$ cat src/sv/iocq_pkg.sv
// In-order completion queue: shared constants, codes and types.
// No dependencies; every other file of the block imports this package.
`default_nettype none

package iocq_pkg;

  // Ring geometry
  localparam int DEPTH  = 1024;
  localparam int IDX_W  = $clog2(DEPTH);
  localparam int CNT_W  = $clog2(DEPTH + 1);
  localparam int ID_W   = 64;
  localparam int PEND_W = 11;
  localparam int MODE_W = 2;

  // Request codes
  localparam logic [MODE_W-1:0] MODE_REGISTER = 2'd0;
  localparam logic [MODE_W-1:0] MODE_CHECK    = 2'd1;
  localparam logic [MODE_W-1:0] MODE_COMPLETE = 2'd2;

  // One ring slot: live flag plus stored id
  typedef struct packed {
    logic            live;
    logic [ID_W-1:0] id;
  } entry_t;

  // Controls from the sequencer to the chain
  typedef struct packed {
    logic             shift;     // every cell takes its right neighbor
    logic             load;      // write one cell at load_idx
    logic [IDX_W-1:0] load_idx;
    logic [ID_W-1:0]  load_id;
    entry_t           wrap;      // word fed into the last cell on a shift
  } chain_ctl_t;

  // Controls of a single cell
  typedef struct packed {
    logic shift;
    logic load;
  } cell_ctl_t;

endpackage

`default_nettype wire

$ cat src/sv/iocq_ctrl.sv
// Sequencer of the completion queue: request decode, scan, retire, result word.
// Depends on iocq_pkg; drives the chain through chain_ctl_t.
`default_nettype none

module iocq_ctrl
  import iocq_pkg::*;
(
  input  wire logic              clk,
  input  wire logic              rst_n,
  input  wire logic              start,
  input  wire logic [MODE_W-1:0] in_mode,
  input  wire logic [ID_W-1:0]   in_event_id,
  output logic                   busy,
  input  wire entry_t            head,
  output chain_ctl_t             chain_ctl,
  output logic                   out_valid,
  output logic                   out_ok,
  output logic [ID_W-1:0]        out_oldest_id,
  output logic [PEND_W-1:0]      out_pending
);

  typedef enum logic [4:0] {
    ST_IDLE   = 5'b00001,
    ST_EXEC   = 5'b00010,
    ST_SCAN   = 5'b00100,
    ST_RETIRE = 5'b01000,
    ST_REPORT = 5'b10000
  } state_t;

  state_t              state_r, state_nxt;
  logic [MODE_W-1:0]   mode_r, mode_nxt;
  logic [ID_W-1:0]     id_r, id_nxt;
  logic [CNT_W-1:0]    count_r, count_nxt;
  logic [IDX_W-1:0]    step_r, step_nxt;
  logic                found_r, found_nxt;
  logic                ok_r, ok_nxt;
  logic                out_valid_r, out_valid_nxt;
  logic                out_ok_r, out_ok_nxt;
  logic [ID_W-1:0]     out_oldest_r, out_oldest_nxt;
  logic [PEND_W-1:0]   out_pending_r, out_pending_nxt;
  logic                hit;
  logic                id_zero;
  logic                empty;

  assign id_zero = (id_r == '0);
  assign empty   = (count_r == '0);

  // first live match while scanning past the head
  assign hit = !found_r && head.live && (head.id == id_r);

  // next-state and datapath control
  always_comb begin
    state_nxt       = state_r;
    mode_nxt        = mode_r;
    id_nxt          = id_r;
    count_nxt       = count_r;
    step_nxt        = step_r;
    found_nxt       = found_r;
    ok_nxt          = ok_r;
    out_valid_nxt   = 1'b0;
    out_ok_nxt      = out_ok_r;
    out_oldest_nxt  = out_oldest_r;
    out_pending_nxt = out_pending_r;
    chain_ctl          = '0;
    chain_ctl.load_idx = count_r[IDX_W-1:0];
    chain_ctl.load_id  = id_r;
    chain_ctl.wrap     = head;

    unique case (state_r)
      ST_IDLE: begin
        if (start) begin
          mode_nxt  = in_mode;
          id_nxt    = in_event_id;
          state_nxt = ST_EXEC;
        end
      end

      ST_EXEC: begin
        ok_nxt    = 1'b0;
        state_nxt = ST_REPORT;
        unique case (mode_r)
          MODE_REGISTER: begin
            // append at tail unless full or id zero
            if (!id_zero && (count_r < CNT_W'(DEPTH))) begin
              chain_ctl.load = 1'b1;
              count_nxt      = count_r + CNT_W'(1);
              ok_nxt         = 1'b1;
            end
          end
          MODE_CHECK: begin
            // head is always live when the ring is not empty
            ok_nxt = id_zero || empty || (head.live && (head.id == id_r));
          end
          MODE_COMPLETE: begin
            if (!id_zero) begin
              step_nxt  = '0;
              found_nxt = 1'b0;
              state_nxt = ST_SCAN;
            end
          end
          default: begin
            ok_nxt = 1'b0;
          end
        endcase
      end

      ST_SCAN: begin
        // full rotation; the matching word goes back dead
        chain_ctl.shift     = 1'b1;
        chain_ctl.wrap.live = head.live && !hit;
        if (hit) begin
          found_nxt = 1'b1;
        end
        step_nxt = step_r + IDX_W'(1);
        if (step_r == IDX_W'(DEPTH - 1)) begin
          state_nxt = ST_RETIRE;
        end
      end

      ST_RETIRE: begin
        // drop completed words from the head one per cycle
        if (!empty && !head.live) begin
          chain_ctl.shift = 1'b1;
          count_nxt       = count_r - CNT_W'(1);
        end else begin
          ok_nxt    = found_r;
          state_nxt = ST_REPORT;
        end
      end

      ST_REPORT: begin
        out_valid_nxt   = 1'b1;
        out_ok_nxt      = ok_r;
        out_oldest_nxt  = (!empty && head.live) ? head.id : '0;
        out_pending_nxt = PEND_W'(count_r);
        state_nxt       = ST_IDLE;
      end

      default: begin
        state_nxt = ST_IDLE;
      end
    endcase
  end

  // control registers
  always_ff @(posedge clk) begin
    if (!rst_n) begin
      state_r     <= ST_IDLE;
      count_r     <= '0;
      out_valid_r <= 1'b0;
    end else begin
      state_r     <= state_nxt;
      count_r     <= count_nxt;
      out_valid_r <= out_valid_nxt;
    end
  end

  // request and result payload
  always_ff @(posedge clk) begin
    mode_r        <= mode_nxt;
    id_r          <= id_nxt;
    step_r        <= step_nxt;
    found_r       <= found_nxt;
    ok_r          <= ok_nxt;
    out_ok_r      <= out_ok_nxt;
    out_oldest_r  <= out_oldest_nxt;
    out_pending_r <= out_pending_nxt;
  end

  assign busy          = (state_r != ST_IDLE);
  assign out_valid     = out_valid_r;
  assign out_ok        = out_ok_r;
  assign out_oldest_id = out_oldest_r;
  assign out_pending   = out_pending_r;

endmodule

`default_nettype wire

$ cat config.mk
export PLATFORM = sky130hd
export DESIGN_NAME = iocq_ctrl
export DESIGN_NICKNAME = d
export VERILOG_FILES = /design/src/sv/iocq_pkg.sv /design/src/sv/iocq_ctrl.sv
export SDC_FILE = /design/constraint.sdc
export NUM_CORES = 1
export LEC_CHECK = 0
export ABC_AREA = 1
export BUFFER_PORTS_ARGS = -buffer_cell sky130_fd_sc_hd__buf_2
export CAP_MARGIN = 20
export CORE_ASPECT_RATIO = 1.5
export CORE_MARGIN = 2
export CORE_UTILIZATION = 40
export CTS_CLUSTER_DIAMETER = 200
export DETAILED_ROUTE_END_ITERATION = 6
export PLACE_DENSITY = 0.69
export SLEW_MARGIN = 20
export SYNTH_ARGS = -nofsm -noshare
export SYNTH_HDL_FRONTEND = slang
export SYNTH_SLANG_ARGS = --single-unit
$ cat constraint.sdc
create_clock -name clk -period 18.35 [get_ports clk]
set_input_delay 4.5875 -clock clk [delete_from_list [all_inputs] [get_ports clk]]
set_output_delay 4.5875 -clock clk [all_outputs]
set_load 0.005 [all_outputs]
==> results of run 1 <==
==> synth_stat cells, drive strengths merged <==
| cell type | number |
|---|---|
| nand3 | 27 |
| nor3 | 6 |
| clkbuf | 1 |
| o21ai | 33 |
| inv | 135 |
| nand4 | 7 |
| dfxtp | 17 |
| nor4 | 3 |
| o21bai | 1 |
| nand2 | 184 |
| edfxtp | 154 |
| o21a | 2 |
| a31oi | 1 |
| o22ai | 1 |
| nand3b | 1 |
| a21boi | 1 |
| xnor2 | 14 |
| buf | 81 |
| fa | 1 |
| xor2 | 10 |
| o211a | 1 |
| ha | 10 |
| a21oi | 24 |
| nor2 | 177 |
==> cell type report <==
cell class / count / share of cell area, %
clock buffers: 19 / 4.20
clock inverters: 13 / 1.36
inverters: 135 / 4.81
multi-input cells: 504 / 22.4
flip-flops and latches: 171 / 47.1
well taps: 268 / 3.18
repair buffers: 356 / 17.0
==> worst max path at each step <==
stage / from / to / cells after the start
finish: head[61] / chain_ctl[64] / 12
global placement: head[61] / chain_ctl[64] / 12
detailed placement: head[61] / chain_ctl[64] / 12
floorplan: head[24] / chain_ctl[64] / 11
global route: head[58] / chain_ctl[64] / 13
CTS: head[61] / chain_ctl[64] / 12
==> cells in the final DEF (no fill, tap or decap), drive strengths merged, types with 2 or more instances in the layout <==
cell	n
buf	356
nand2	184
nor2	177
edfxtp	154
inv	137
o21ai	33
nand3	27
a21oi	24
clkbuf	19
dfxtp	17
xnor2	14
xor2	10
ha	10
clkinvlp	7
nand4	7
nor3	6
nor4	3
o21a	2
bufinv	2
clkinv	2
==> sequential cells by signal (all words and copies together), names as in the netlist <==
signal,count
id_r,64
out_valid,1
state_r,5
out_ok,1
out_oldest_id,64
step_r,10
ok_r,1
mode_r,2
out_pending,11
count_r,11
found_r,1
==> power by group <==
part | switching (mW) | internal, mW | total (mW)
clock network | 0.160 | 0.205 | 0.365
logic | 0.115 | 0.0613 | 0.176
registers | 0.0266 | 0.463 | 0.489
==> metal layers <==
metal,up-vias,global-route usage [%]
li1,3360,-
met1,3171,26.8
met2,282,42.0
met3,51,3.77
met4,0,11.8
met5,-,0
==> metrics by stage <==
stage          setup slack, ps  area [um2]  hold slack (ps)  power, mW
6_report                  7620       10500              500       1.03
4_1_cts                   7630       10500              498       1.04
2_1_floorplan             8390        8410              400      0.596
3_3_place_gp              7620        9950              455      0.675
5_1_grt                   7470       10500              508       1.08
3_5_place_dp              7630        9950              470      0.677
==> critical path: stages <==
cell	delay, ps
buf_2	140
nand2_1	70
o21ai_0	200
nor2_1	160
nand2_1	60
nor2_1	180
nand2_1	80
nor2_1	80
nand3_1	130
nor2_1	150
a21boi_0	130
buf_2	170
==> cells by family (layout without fill, tap and decap cells) <==
group | Yosys count | after routing | synth area share [%]
DFF | 171 | 171 | 59.0
adders and majority gates | 11 | 11 | 1.73
AOI/OAI and AO/OA | 64 | 64 | 4.06
and+or+nand+nor | 405 | 405 | 19.5
xor gates and xnor gates | 24 | 24 | 2.50
buffers and inverters | 217 | 523 | 13.2
==> flow_summary.ini, run 1 <==
[clocking]
htree_levels = 4
cts_tree = done
cts.path.max_buffers = 2
cts_resized = 0
post_cts_buffers = 0
cts_made_buffers = 17
path_clk_slew_ps = 70
clock-root-buffer = clkbuf_16
cts.hold.buffers_added = 0
clock_latency_ps = 440
clock_sinks = 171

[detailed_routing]
drtPass1Iterations = 5
wl_met3_um = 1380
drc = 0
vias = 6864
drt-total-wl_um = 26500
drtIter0Drc = 444
met1_length_um = 10100
vias_per_cell = 4.68
dr_wl_met2_um = 13800
wl_per_cell_um = 18.1
postRouteAntennaNets = 0
highest_layer = met4

[worst_hold_path]
min_to = out_ok
hold_class = reg2reg
holdPathStages = 0
min-delay-start = ok_r

[worst_setup_path]
critPathMaxFanout = 4
critical_path_required_ps = 13760
worstReg2RegStart = count_r[0]
crit_type = in2out
arrival_ps = 6140
ff2ff_setup_slack_ps = 15680
crit_path_start_kind = input port
cp-end-kind = primary output
reg2regPathDepth = 7
r2r-end = out_oldest_id[58]

[sta]
slew_viol_final = 0
slew_headroom_pct = 39.6
period_needed_ps = 10730
hold_viol_final = 0
setup_viol = 0
fin_crit_sh_pct = 58.5
fmax_mhz = 93.2
fin_setup_tns_ps = 0
rsz0062_at_grt = false
worst_pin_slew_ps = 904
skew_ps = 14.2

[layout]
layout.cells.non_filler = 1466
ff_latch_area_um2 = 4960
nFillCells = 1967
final_nets = 1330
multi_input_area_um2 = 2360
antenna_cells = 0
fin_util_pct = 50.6
layout-drive-gt1-share_pct = 34.0
area_delta_synth_final_pct = 25.3

[synthesis]
yosysTopAreaCellShare_pct = 55.0
ys_warn_count = 0
synth_cell_types = 33
yosysTopAreaCell = edfxtp_1
syn_area_um2 = 8410
synth_fp_nets = 1037
syn_area_per_cell_um2 = 9.43
synth-seq-cells = 171
yosysSeqAreaShare_pct = 59.0
syn_inst = 892
ys_top_cells_by_area = edfxtp_1, nand2_1, nor2_1

[floorplan]
die_x_um = 122
dieHeight_um = 182
initial_utilization_pct = 40.4
die-area_um2 = 22200
pin_count = 353
core_um2 = 20800
rows = 65

[grt]
track_usage_pct = 23.6
grt_antenna_before_repair = 0
grt_max_degree = 52
grt_overflow = 0
grt_pass1_wl_um = 37800
grt_pass1_vias = 6609

[placement]
place_inst = 1434
place_congestion = 0.872
io_buffers = 352
post-dp-hpwl_um = 20800

[pwr]
ir_drop_v = 0.0000592
leakage_nw = 5.06
p_per_area_nw_per_um2 = 97.8

[outcome]
status = completed

[flow_run]
drv_cap = 0
Power figures use the tool's default switching activity.
==> inputs of run 2 (changes only) <==
--- a/config.mk
+++ b/config.mk
@@ -5,7 +5,7 @@
 export SDC_FILE = /design/constraint.sdc
 export NUM_CORES = 1
 export LEC_CHECK = 0
-export ABC_AREA = 1
+export ABC_AREA = 0
 export BUFFER_PORTS_ARGS = -buffer_cell sky130_fd_sc_hd__buf_2
 export CAP_MARGIN = 20
 export CORE_ASPECT_RATIO = 1.5
@@ -13,7 +13,7 @@
 export CORE_UTILIZATION = 40
 export CTS_CLUSTER_DIAMETER = 200
 export DETAILED_ROUTE_END_ITERATION = 6
-export PLACE_DENSITY = 0.69
+export PLACE_DENSITY = 0.72
 export SLEW_MARGIN = 20
 export SYNTH_ARGS = -nofsm -noshare
 export SYNTH_HDL_FRONTEND = slang
==> constraint.sdc (replaced) <==
create_clock -name clk -period 9.4 [get_ports clk]
set_input_delay 2.35 -clock clk [delete_from_list [all_inputs] [get_ports clk]]
set_output_delay 2.35 -clock clk [all_outputs]
set_load 0.005 [all_outputs]
==> run 2 against run 1 <==
Effect of this change: via count is 11% lower; register-to-register slack lost 9500 ps; total power up 83%; sequential share of layout area increased by 1.7 points; cell area shrank 3.4%; count of clock-buffer cells in the layout down 1; synthesized area shrank 3.9%; core utilization is 0.83 points higher; largest power group unchanged.
==> flow_summary.ini, run 2 <==
[outcome]
status = completed

[layout]
antenna_cells = 0
ff_latch_area_um2 = 4960
layout.cells.non_filler = 1199
nFillCells = 1777
multi_input_area_um2 = 2450
final_common_cell = buf_2
final_nets = 1071
area_delta_synth_final_pct = 26.0
layout-drive-gt1-share_pct = 42.4
final_cell_mix = buf_2, edfxtp_1, and2_1
fin_util_pct = 51.5

[synthesis]
synth-seq-cells = 171
yosysSeqAreaShare_pct = 61.4
yosysTopAreaCell = edfxtp_1
synth_edf_count = 154
ys_warn_count = 0
synth_async_sr_flop_share_pct = 0
syn_inst = 640
syn_area_um2 = 8080
yosysTopAreaCellShare_pct = 57.2
ys_top_cells_by_area = edfxtp_1, buf_4, and2_1
synth_fp_nets = 785
synth_cell_types = 57
ys.flop_type = edfxtp_1
synth.most_common_cell = edfxtp_1
synth_commonest_cells = edfxtp_1, buf_4, and2_1
syn_area_per_cell_um2 = 12.6

[grt]
grt_pass1_vias = 5794
grt_pass1_wl_um = 35900
track_usage_pct = 23.4
grt_antenna_before_repair = 0
grt_overflow = 0
grt_max_degree = 70

[sta]
hold_viol_final = 0
period_needed_ps = 6800
setup_viol = 0
rsz0062_at_grt = false
skew_ps = 14.4
fin_crit_sh_pct = 72.3
fin_setup_tns_ps = 0
worst_pin_slew_ps = 975
finalWorstSetupSlack_ps = 2600
fmax_mhz = 147
slew_viol_final = 0
slew_headroom_pct = 35.0

[worst_hold_path]
hold_class = reg2reg

[worst_setup_path]
cpMaxStageDelayCell = a2111oi_0
crit_path_start_kind = input port
crit_type = in2out
cpMostUsedCell = buf_2
critical_path_required_ps = 7050
path_cells = buf_2, nor2b_1, a2111oi_0, nand4_1, nor4_1, nand3_1, and2_1, buf_2
crit_buf_inv = 2
crit_family = simple AND/OR/NAND/NOR gates
arrival_ps = 4450
critPathMaxFanout = 4
slowest_delay_ps = 620
cp-end-kind = primary output

[pwr]
leakage_nw = 4.31
ir_drop_v = 0.000118
p_per_area_nw_per_um2 = 186

[detailed_routing]
drtIter0Drc = 375
drt-total-wl_um = 25700
drc = 0
wl_per_cell_um = 21.4
vias = 6133
drtPass1Iterations = 4
postRouteAntennaNets = 0
vias_per_cell = 5.12

[floorplan]
pin_count = 353
dieHeight_um = 178
core_um2 = 19800
die_x_um = 120
rows = 63
die-area_um2 = 21400
initial_utilization_pct = 40.9

[clocking]
cts.hold.buffers_added = 0
clock-root-buffer = clkbuf_16
cts.path.max_buffers = 2
clock_sinks = 171
htree_levels = 4
post_cts_buffers = 0
cts_made_buffers = 17
clock_latency_ps = 440
cts_tree = done
cts_resized = 0
path_clk_slew_ps = 70

[flow_run]
drv_cap = 0

[placement]
place_congestion = 0.893
place_inst = 1167
io_buffers = 352
post-dp-hpwl_um = 20200
pre_cts_slack_ps = 2610
[run 2: cell types whose count changed after synthesis, moves of 18 or more]
cell	before	now
nand2_1	181	18
nor2_1	173	26
inv_1	129	18
and2_1	0	69
nor4_1	1	27
xor2_1	10	33
o21ai_0	32	14
[run 2: metal layers]
metal  routed length, um  GRT usage, %  part of all wire [%]
met4                 550          8.53                   2.1
met2               13800          42.3                    54
met3                1550          4.09                   6.0
met5                   0             0                     0
met1                9760          27.7                    38
[run 2: power breakdown]
group / internal, mW / switching [mW] / leakage, nW
logic: 0.104 / 0.145 / 2.45
clock network: 0.398 / 0.309 / 0.284
registers: 0.884 / 0.0519 / 1.58
total: 1.39 / 0.505 / 4.31
[run 2: cell families (layout without fill, tap and decap cells)]
kind of cell / count (synthesis) / count (layout) / share of synthesized area, %
flip-flops: 171 / 171 / 61.4
buffers and inverters: 106 / 405 / 8.51
XOR/XNOR: 55 / 55 / 5.96
AO/OA/AOI/OAI: 68 / 68 / 5.76
AND/OR/NAND/NOR: 227 / 227 / 16.3
multiplexers: 2 / 2 / 0.248
adder cells (fa/ha/maj): 11 / 11 / 1.80
[run 2: layout make-up]
class                           count  area share (%)
Sequential cell                   171            48.8
Multi-Input combinational cell    363            24.1
Clock buffer                       18            4.22
Inverter                           18           0.664
Clock inverter                     14            1.59
Tap cell                          260            3.20
Timing Repair Buffer              355            17.5
[run 2: metrics by stage]
stage / power, mW / cell area, um2 / hold slack [ps]
global route: 1.96 / 10200 / 452
CTS: 1.91 / 10200 / 448
finish: 1.89 / 10200 / 452
global placement: 1.20 / 9590 / 440
detailed placement: 1.20 / 9590 / 417
floorplan: 1.07 / 8080 / 400
[run 2: final timing paths]
path	startpoint	end	slack (ps)	depth (start not counted)
max	head[55]	chain_ctl[64]	2600	8
min	ok_r	out_ok	450	0
max reg2reg	state_r[0]	count_r[9]	6160	10
min reg2reg	ok_r	out_ok	450	0
